<file path="src/stbs_pkg.sv">
// ----------------------------------------------------------------------------
// stbs_pkg
// shared types and constants of the sorted table binary search block
// ----------------------------------------------------------------------------
`default_nettype none

package stbs_pkg;

  localparam int VALUE_W = 32;
  localparam int INDEX_W = 8;
  localparam int COUNT_W = 9;
  localparam int POS_W   = 8;

  // request kinds carried on in_tuser
  localparam logic OP_WRITE  = 1'b0;
  localparam logic OP_SEARCH = 1'b1;

  // commands from the controller to the datapath
  typedef struct packed {
    logic wr;        // store one table entry
    logic start;     // load target and search bounds
    logic probe;     // latch mid and issue the table read
    logic narrow;    // move one bound past mid
    logic set_hit;   // record a hit at mid
    logic load_out;  // move the answer into the output register
  } stbs_cmd_t;

  // status from the datapath to the controller
  typedef struct packed {
    logic live;      // low below the exclusive upper bound
    logic hit;       // probed entry equals the target
    logic out_free;  // output register can take a new answer
  } stbs_sts_t;

endpackage

`default_nettype wire

</file>
<file path="src/stbs_ctrl.sv">
// ----------------------------------------------------------------------------
// stbs_ctrl
// sequencer for table writes and binary search probes
// ----------------------------------------------------------------------------
`default_nettype none

module stbs_ctrl (
  input  wire logic               clk,
  input  wire logic               rst_n,
  input  wire logic               in_tvalid,
  input  wire logic               in_op,
  output logic                    in_tready,
  output stbs_pkg::stbs_cmd_t     cmd,
  input  wire stbs_pkg::stbs_sts_t sts
);

  import stbs_pkg::*;

  typedef enum logic [1:0] {
    S_IDLE,
    S_PROBE,
    S_CMP,
    S_DONE
  } state_t;

  state_t state_r;
  state_t state_nxt;

  always_comb begin
    cmd       = '0;
    in_tready = 1'b0;
    state_nxt = state_r;
    unique case (state_r)
      S_IDLE: begin
        in_tready = 1'b1;
        if (in_tvalid) begin
          if (in_op == OP_SEARCH) begin
            cmd.start = 1'b1;
            state_nxt = S_PROBE;
          end else begin
            cmd.wr = 1'b1;
          end
        end
      end
      S_PROBE: begin
        if (sts.live) begin
          cmd.probe = 1'b1;
          state_nxt = S_CMP;
        end else begin
          state_nxt = S_DONE;
        end
      end
      S_CMP: begin
        if (sts.hit) begin
          cmd.set_hit = 1'b1;
          state_nxt   = S_DONE;
        end else begin
          cmd.narrow = 1'b1;
          state_nxt  = S_PROBE;
        end
      end
      S_DONE: begin
        if (sts.out_free) begin
          cmd.load_out = 1'b1;
          state_nxt    = S_IDLE;
        end
      end
      default: state_nxt = S_IDLE;
    endcase
  end

  always_ff @(posedge clk) begin
    if (!rst_n) begin
      state_r <= S_IDLE;
    end else begin
      state_r <= state_nxt;
    end
  end

endmodule

`default_nettype wire

</file>
<file path="config.mk">
export PLATFORM = sky130hd
export DESIGN_NAME = stbs_ctrl
export DESIGN_NICKNAME = d
export VERILOG_FILES = /design/src/stbs_pkg.sv /design/src/stbs_ctrl.sv
export SDC_FILE = /design/constraint.sdc
export NUM_CORES = 1
export LEC_CHECK = 0
export BUFFER_PORTS_ARGS = -buffer_cell sky130_fd_sc_hd__buf_2
export CORE_AREA = 2 2 39 41
export CTS_CLUSTER_DIAMETER = 80
export DETAILED_ROUTE_END_ITERATION = 12
export DIE_AREA = 0 0 41 43
export GPL_TIMING_DRIVEN = 0
export SLEW_MARGIN = 20
export SYNTH_ARGS = -nofsm -noshare
export SYNTH_HDL_FRONTEND = slang
export SYNTH_SLANG_ARGS = --single-unit
</file>
<file path="constraint.sdc">
create_clock -name clk -period 1 [get_ports clk]
set_input_delay 0.3 -clock clk [delete_from_list [all_inputs] [get_ports clk]]
set_output_delay 0.3 -clock clk [all_outputs]
set_load 0.01 [all_outputs]
</file>
# Word-level counts from Yosys, hierarchy flattened
# Cells that the tools add are included.
# op_classes
eq_ne,6
n_mux,18
reduce_logical,2
# op_table
operator,count
two-way mux 2 bit,7
two-way mux 1 bit,10
case mux 2 bit (4 select lines),1
inequality test 2 bit (second input constant),3
== test 2 bit (second input constant),2
AND reduction 3 bit,1
== test 2 x 1 -> 1 bit (second input constant),1
logical NOT 2 bit,1
# word_totals
ff_bits,2
word_cells,27

# Logic depth before layout (Yosys ltp)
# Gate-level depths: netlist of run 1.
# logic_depth
word_depth,3
depth_mapped,2

# Worst setup path before layout of run 1
# No wires, ideal clock.
# synth_path
path_type,reg-to-output
from,register state_r[0]
to,output port cmd[5] (netlist bit)
arrival_ns,0.823
path_slack_ns,-0.123
path_stages_with_launch,2
path_cell_list,dfxtp_1 nor4b_1
# synth_lines
item,line_no,text
"start, declared",stbs_ctrl.sv:26,state_t state_r;
"start signal, assigned",stbs_ctrl.sv:76,state_r <= state_nxt;
"end, declared",stbs_ctrl.sv:13,"output stbs_pkg::stbs_cmd_t cmd,"

==> impl_metrics.toml, run 1 <==
[grt]
grt_pass1_wl_um = 696
overflow = 0
grt_start_max_net_pins = 7
grt_usage_pct = 6.10
antenna_found_initial = 0
grt_pass1_vias = 197

[yosys]
netlist-cell-type-count = 13
synth_cells = 16
syn_area_um2 = 133
synth_top_area_share_pct = 30.2
synth_seq_cells = 2
syn_avg_cell_area_um2 = 8.29
yosys-top-cells-area = "dfxtp_1, and3_2, a311oi_1, and3b_1, nor4b_1"
synth_area_leader_cell = "dfxtp_1"
syn-num-nets = 23
yosys_warnings = 0
seq_area_frac_synth_pct = 30.2

[cts]
clock_sinks = 2
clk_latency_ns = 0.22
htreeDepth = 1
clk_path_buf_depth = 2
clk_pin_slew_worst_paths_ns = 0.03
cts_hold_buf = 0
clockRootBuffer = "clkbuf_4"
numCtsBuffers = 3
cts_tree = "yes"

[cells_and_area]
top_regs = "state_r: 2 flops"
top_register = "state_r"
largest_register_ffs = 2
layout_commonest_cell = "buf_2"
fin_util_pct = 24.4
fin_nets = 44
fillers = 157
antenna_cells = 0
final_cell_area_um2 = 338
syn2layout_area_growth_pct = 155
drive_gt1_share_pct = 80.0
most-common-layout-cells = "buf_2, buf_6, clkbuf_4, and3_2, dfxtp_4"
final_cells = 51

[critical_path]
crit_buf_inv = 1
cp.depth = 2
r2r_end = "state_r[0]$_SDFFE_PN0P_"
ff2ff_path_depth = 4
cpPeakStageDelay_ns = 0.36
startpoint_type = "flip-flop"
crit_required_ns = 0.70
setup.worst_path.class = "flip-flop to primary output"
crit_path_end_kind = "primary output"
r2r_start = "state_r[0]$_SDFFE_PN0P_"
path_cells = "nor4b_4 -> buf_2"
cpLargestDelayFamily = "flip-flops"
crit_arrival_ns = 0.99
critPathLaunch = "state_r[0]$_SDFFE_PN0P_"
critPathSlowestCell = "dfxtp_4"
cp_max_fo = 6
regToRegSetupSlack_ns = -0.07

[drt]
viasPerCell = 3.84
drt_pass1_iterations = 1
ant_nets = 0
wl_um = 483
wl_per_cell_um = 9.47
vias = 196
drc = 0
drtIter0Drc = 0

[power_and_ir_drop]
power.share.switching_pct = 26.8
p_clk_share_pct = 43.9
combPwrFrac_pct = 30.4
max-vdd-ir-drop_v = 0.000456
p_int_w = 0.000298
p_leak_nw = 0.163
p_switching_w = 0.000109
pwr_density_cell_nw_per_um2 = 1200
seq_power_share_pct = 25.7

[sta]
slew_headroom_pct = 85.5
finalHoldViolations = 0
tightest_slew_ns = 0.216
holdWs_ns = 0.301
max_clock_freq_mhz = 777
finalCriticalPeriod_ns = 1.29
final.setup.worst_slack_ns = -0.288
rsz0062_at_grt = "true"
setup_viol = 8
fin_worst_skew_ns = 0.00255
fin_crit_sh_pct = 129
finalMaxSlewViolations = 0

[job]
max-cap-violations = 0

[status]
status = "finished, violations left"
failed_checks = "setup timing"

[place]
dpl_cell_area_um2 = 231
dp_slack_ns = -0.149
gp_congestion = 0.532
dp.cells = 45
port_buffers = 13

[floorplan]
ios = 14
die_area_um2 = 1760
start_util_pct = 9.58
die_w_um = 41
die_h_um = 43
rows = 14
core_um2 = 1380

[worst_hold_path]
hp-class = "primary input to flip-flop"
holdPathStages = 2
holdPathEnd = "state_r[1]$_SDFFE_PN0P_"
min_from = "rst_n"
==> Yosys cell counts <==
cell type  instances
nor4b_1            1
nor2_1             1
nand3b_1           1
nor3_1             1
nand2b_1           1
and3_2             2
and3_1             1
inv_1              2
o21a_1             1
and3b_1            1
a311oi_1           1
dfxtp_1            2
a21boi_0           1
==> how the worst max path moves through the flow <==
stage	end
2_1_floorplan	cmd[4]
3_3_place_gp	cmd[1]
3_5_place_dp	cmd[1]
4_1_cts	cmd[5]
5_1_grt	cmd[2]
6_report	cmd[5]
==> cells by family after synthesis <==
kind of cell           count (synthesis)  share of synthesized area [%]
buffers and inverters                  2                           5.66
AOI/OAI and AO/OA                      3                           17.9
DFF                                    2                           30.2
and+or+nand+nor                        9                           46.2
==> metal layers <==
metal	GRT usage, %	up-vias	part of all wire, %
li1	-	98	-
met3	4.71	0	9.7
met5	0	-	0
met1	5.40	89	38
met2	10.0	9	52
met4	2.00	0	0
==> metrics by stage <==
stage	power (W)	setup TNS, ns
finish	0.000407	-1.79
global route	0.000444	-2.23
CTS	0.000384	-1.71
detailed placement	0.000174	-0.728
global placement	0.000173	-0.708
floorplan	0.000137	-0.0426
==> power groups by stage <==
stage | clock (W) | combinational (W) | sequential [W]
after detailed placement | 0 | 0.0000721 | 0.000102
after CTS | 0.000189 | 0.0000960 | 0.0000990
after global routing | 0.000203 | 0.000134 | 0.000107
final | 0.000179 | 0.000124 | 0.000105
after global placement | 0 | 0.0000716 | 0.000101
after floorplan | 0 | 0.0000385 | 0.0000986
==> cell type report <==
type	count	area, µm²	share of cell area [%]
multi-input cells	12	118	34.8
inverters	2	10.0	2.96
repair buffers	16	120	35.6
flip-flops and latches	2	47.5	14.1
well taps	16	20.0	5.93
clock buffers	3	22.5	6.67
==> timing repair <==
action / 4_1_cts / 5_1_grt
pin swaps: 4 / 2
gates resized for setup: 11 / 6
setup endpoints to repair: 8 / 8
buffers inserted: 2 / 1
(Power assumes the default switching activity.)
==> run 2: changes to the inputs <==
REMOVE_ABC_BUFFERS = 1   (was default)
SLEW_MARGIN = default   (was 20)
==> run 2 against run 1 <==
The run still ends with setup timing left. Final cell count decreased by 3.9%. Fmax increased by 1.2%. Combinational power shrank 30%. Clock power about the same. Clock skew is 0.0011 ns lower. Worst hold slack worse by 0.0053 ns. Power decreased by 10%. Via count fell by 2.6%. Die area unchanged. Sequential share of layout area rose by 2.4 points. Global-route usage is 1.4 points higher. Critical endpoint unchanged. Largest cell class is now multi-input gates. Largest power group unchanged. Highest routed layer is now met4.
==> impl_metrics.toml, run 2 (synthesis gave the netlist of run 1 again) <==
[floorplan]
die_area_um2 = 1760
ios = 14
rows = 14
die_h_um = 43
die_w_um = 41
start_util_pct = 9.58
core_um2 = 1380

[power_and_ir_drop]
pwr_density_cell_nw_per_um2 = 1270
seq_power_share_pct = 27.4
p_clk_share_pct = 48.9
power.share.switching_pct = 26.5
p_int_w = 0.000269
p_leak_nw = 0.143
power_w = 0.000365
combPwrFrac_pct = 23.7
p_switching_w = 0.0000969
max-vdd-ir-drop_v = 0.000282

[sta]
finalCriticalPeriod_ns = 1.27
tightest_slew_ns = 0.190
rsz0062_at_grt = "true"
final.setup.worst_slack_ns = -0.273
fin_worst_skew_ns = 0.00150
finalMaxSlewViolations = 0
max_clock_freq_mhz = 786
setup_viol = 7
finalHoldViolations = 0
slew_headroom_pct = 87.3
fin_crit_sh_pct = 127

[drt]
drtIter0Drc = 2
wl_per_cell_um = 9.92
viasPerCell = 3.90
wl_um = 486
drc = 0
ant_nets = 0
drt_pass1_iterations = 4
vias = 191

[cells_and_area]
drive_gt1_share_pct = 75.8
largest_register_ffs = 2
top_regs = "state_r: 2 flops"
layout_commonest_cell = "buf_2"
final_cells = 49
antenna_cells = 0
top_register = "state_r"
syn2layout_area_growth_pct = 117
most-common-layout-cells = "buf_2, clkbuf_4, buf_6, and3_2, dfxtp_4"
fin_nets = 42

[grt]
grt_busiest_layer = "met4"
grt_usage_pct = 7.51
grt_pass1_wl_um = 765
use_met1_pct = 7.96
overflow = 0
gr-usage-met3_pct = 2.09
grt_start_max_net_pins = 7
antenna_found_initial = 0
grt_pass1_vias = 197
met2_usage_pct = 7.81

[place]
port_buffers = 13
gp_congestion = 0.636
dp.cells = 45
hpwl_um = 336

[status]
status = "finished, violations left"
failed_checks = "setup timing"

[cts]
htreeDepth = 1
clockRootBuffer = "clkbuf_4"
cts_hold_buf = 0
clock_sinks = 2
clk_pin_slew_worst_paths_ns = 0.03
clk_path_buf_depth = 2
numCtsBuffers = 3
clk_latency_ns = 0.22
cts_tree = "yes"

[critical_path]
crit_arrival_ns = 0.97
startpoint_type = "flip-flop"
crit_path_end_kind = "primary output"
crit_required_ns = 0.70
setup.worst_path.class = "flip-flop to primary output"
cp_max_fo = 6

[job]
max-cap-violations = 0

[worst_hold_path]
hp-class = "primary input to flip-flop"
[run 2: worst max-delay path, cell delays in order (launching register included)]
cell	delay, ns
dfxtp_4	0.35
nor4b_2	0.23
buf_2	0.16
[run 2: final timing paths]
| check | depth (start not counted) | slack, ns | start | end |
|---|---|---|---|---|
| worst max-delay path | 2 | -0.27 | state_r[0]$_SDFFE_PN0P_ | cmd[5] |
| worst max register to register | 3 | 0.08 | state_r[0]$_SDFFE_PN0P_ | state_r[0]$_SDFFE_PN0P_ |
| worst min-delay path | 2 | 0.30 | rst_n | state_r[1]$_SDFFE_PN0P_ |
| worst min register to register | 2 | 0.53 | state_r[1]$_SDFFE_PN0P_ | state_r[0]$_SDFFE_PN0P_ |
[run 2: what timing repair did]
item / 4_1_cts / 5_1_grt
endpoints found under the setup margin: 7 / 8
buffers inserted: 1 / 0
gates resized for setup: 10 / 4
pin swaps: 2 / 1
cloned: 0 / 0
[run 2: through the flow]
stage	utilization [%]	cell area, µm²	worst slack [ns]	hold WS, ns	setup TNS (ns)
global route	20.8	288	-0.332	0.294	-1.94
floorplan	-	133	-0.123	0.418	-0.229
detailed placement	15.7	218	-0.112	0.520	-0.572
CTS	20.0	277	-0.290	0.286	-1.76
global placement	15.7	218	-0.117	0.528	-0.552
finish	20.8	288	-0.273	0.296	-1.57
[run 2: layout make-up]
| type | instances | area, µm² |
|---|---|---|
| fill | 156 | 1100 |
| sequential | 2 | 47.5 |
| inverter | 2 | 10.0 |
| tap | 16 | 20.0 |
| multi-input combinational | 12 | 98.8 |
| timing repair buffer | 14 | 88.8 |
| clock buffer | 3 | 22.5 |
[run 2: per-layer routing]
| metal | vias up | share of wire, % |
|---|---|---|
| li1 | 95 | - |
| met1 | 82 | 42 |
| met2 | 12 | 44 |
| met3 | 2 | 10 |
| met4 | 0 | 4.1 |
| met5 | - | 0 |
[run 2: power groups by stage]
| stage | registers, W | clock network, W | logic, W |
|---|---|---|---|
| final | 0.000100 | 0.000179 | 0.0000864 |
| after global routing | 0.000102 | 0.000207 | 0.0000950 |
| after CTS | 0.0000977 | 0.000193 | 0.0000830 |
| after detailed placement | 0.0000989 | 0 | 0.0000674 |
| after global placement | 0.0000984 | 0 | 0.0000671 |
| after floorplan | 0.0000958 | 0 | 0.0000356 |
==> run 3: changes to the inputs <==
ABC_CLOCK_PERIOD_IN_PS = 1000   (was default)
GPL_TIMING_DRIVEN = 1   (was 0)
==> run 3 against run 2 <==
The flow still finishes with violations (setup timing). Cell area is 2.6% higher. Critical path depth did not move. Global-route usage down 0.59 points. First-iteration DRC count increased by 100%. Critical path type unchanged. Critical endpoint unchanged. Highest routed layer unchanged.
==> impl_metrics.toml, run 3 (synthesis gave the netlist of run 1 again) <==
[floorplan]
die_area_um2 = 1760
core_um2 = 1380
start_util_pct = 9.58
die_w_um = 41
rows = 14
ios = 14
die_h_um = 43

[cts]
cts_tree = "yes"
clk_path_buf_depth = 2
clock_sinks = 2
clockRootBuffer = "clkbuf_4"
clk_latency_ns = 0.23
clk_pin_slew_worst_paths_ns = 0.03
cts_hold_buf = 0
numCtsBuffers = 3
htreeDepth = 1

[power_and_ir_drop]
pwr_density_cell_nw_per_um2 = 1230
p_switching_w = 0.0000980
max-vdd-ir-drop_v = 0.000284
combPwrFrac_pct = 22.5
p_clk_share_pct = 49.9
p_int_w = 0.000265
p_leak_nw = 0.150
power.share.switching_pct = 27.0
seq_power_share_pct = 27.6

[sta]
final.setup.worst_slack_ns = -0.271
fin_crit_sh_pct = 127
rsz0062_at_grt = "true"
finalMaxSlewViolations = 0
tightest_slew_ns = 0.175
finalCriticalPeriod_ns = 1.27
finalSetupTns_ns = -1.56
max_clock_freq_mhz = 787
finalHoldViolations = 0
setup_viol = 7
slew_headroom_pct = 88.3
fin_worst_skew_ns = 0.00148

[cells_and_area]
drive_gt1_share_pct = 79.4
top_register = "state_r"
final-seq-area_um2 = 47.5
fin_nets = 43
top_regs = "state_r: 2 flops"
final_cells = 50
multi_input_area_um2 = 105
syn2layout_area_growth_pct = 123
largest_register_ffs = 2
most-common-layout-cells = "buf_2, clkbuf_4"
antenna_cells = 0
layout_commonest_cell = "buf_2"
fillers = 162

[critical_path]
crit_path_end_kind = "primary output"
cp_max_fo = 6
crit_required_ns = 0.70
crit_arrival_ns = 0.97
regToRegSetupSlack_ns = 0.04
startpoint_type = "flip-flop"
setup.worst_path.class = "flip-flop to primary output"

[drt]
dr.max_layer_used = "met4"
wl_met2_um = 201
viasPerCell = 3.92
wl_per_cell_um = 9.20
drtIter0Drc = 4
drt_pass1_iterations = 3
ant_nets = 0
vias = 196
drc = 0
wl_um = 460
drt-met1-wl_um = 175
wl_met3_um = 50

[place]
gp_congestion = 0.647
dp.cells = 46
port_buffers = 13

[grt]
grt_usage_pct = 6.91
grt_start_max_net_pins = 10
grt_pass1_vias = 187
overflow = 0
grt_pass1_wl_um = 696
antenna_found_initial = 0

[worst_hold_path]
hp-class = "primary input to flip-flop"

[status]
failed_checks = "setup timing"
status = "finished, violations left"

[job]
max-cap-violations = 0
[run 3: cell count changes in the layout (fill, tap and decap cells not counted)]
cell / before / now
buf_6: 3 / 2
inv_4: 1 / 0
buf_4: 0 / 2
inv_2: 0 / 1
a311oi_2: 0 / 1
a311oi_1: 1 / 0
[run 3: timing repair]
action                                  CTS  global route
endpoints found under the setup margin    7             9
pin swaps                                 1             3
buffers inserted                          1             0
resized for setup                         5             6
endpoints found under the hold margin     0             0
[run 3: power groups by stage]
stage,logic [W],clock network [W],registers (W)
global placement,0.0000676,0,0.0000986
detailed placement,0.0000680,0,0.0000988
global route,0.0000907,0.000199,0.000104
finish,0.0000819,0.000181,0.000100
floorplan,0.0000356,0,0.0000958
CTS,0.0000729,0.000192,0.0000995
[run 3: final cells by class]
type,instances,area share [%]
Clock buffer,3,7.63
Multi-Input combinational cell,12,35.6
Tap cell,16,6.78
Timing Repair Buffer,15,31.4
Inverter,2,2.54
Sequential cell,2,16.1
[run 3: critical path: stages (launching register included)]
cell and delay [ns]:
dfxtp_4 0.35, nor4b_2 0.23, buf_2 0.16
[run 3: worst paths after layout]
check / startpoint / cells after the start / to
hold / removal: rst_n / 2 / state_r[1]$_SDFFE_PN0P_
setup / recovery: state_r[1]$_SDFFE_PN0P_ / 2 / cmd[5]
setup reg to reg: state_r[0]$_SDFFE_PN0P_ / 3 / state_r[0]$_SDFFE_PN0P_
hold reg to reg: state_r[1]$_SDFFE_PN0P_ / 2 / state_r[0]$_SDFFE_PN0P_
[run 3: through the flow]
step	worst slack (ns)	power (W)	instance area (µm²)	hold WS, ns	util, %
6_report	-0.271	0.000363	295	0.297	21.3
5_1_grt	-0.324	0.000393	295	0.308	21.3
4_1_cts	-0.293	0.000365	273	0.292	19.7
3_5_place_dp	-0.115	0.000167	225	0.528	16.3
3_3_place_gp	-0.103	0.000166	225	0.528	16.3
2_1_floorplan	-0.123	0.000131	133	0.418	-
[run 3: layer usage]
metal | track usage, % | vias up
li1 | - | 95
met1 | 7.67 | 83
met2 | 6.56 | 14
met3 | 3.14 | 4
met4 | 12.0 | 0
met5 | 0 | -
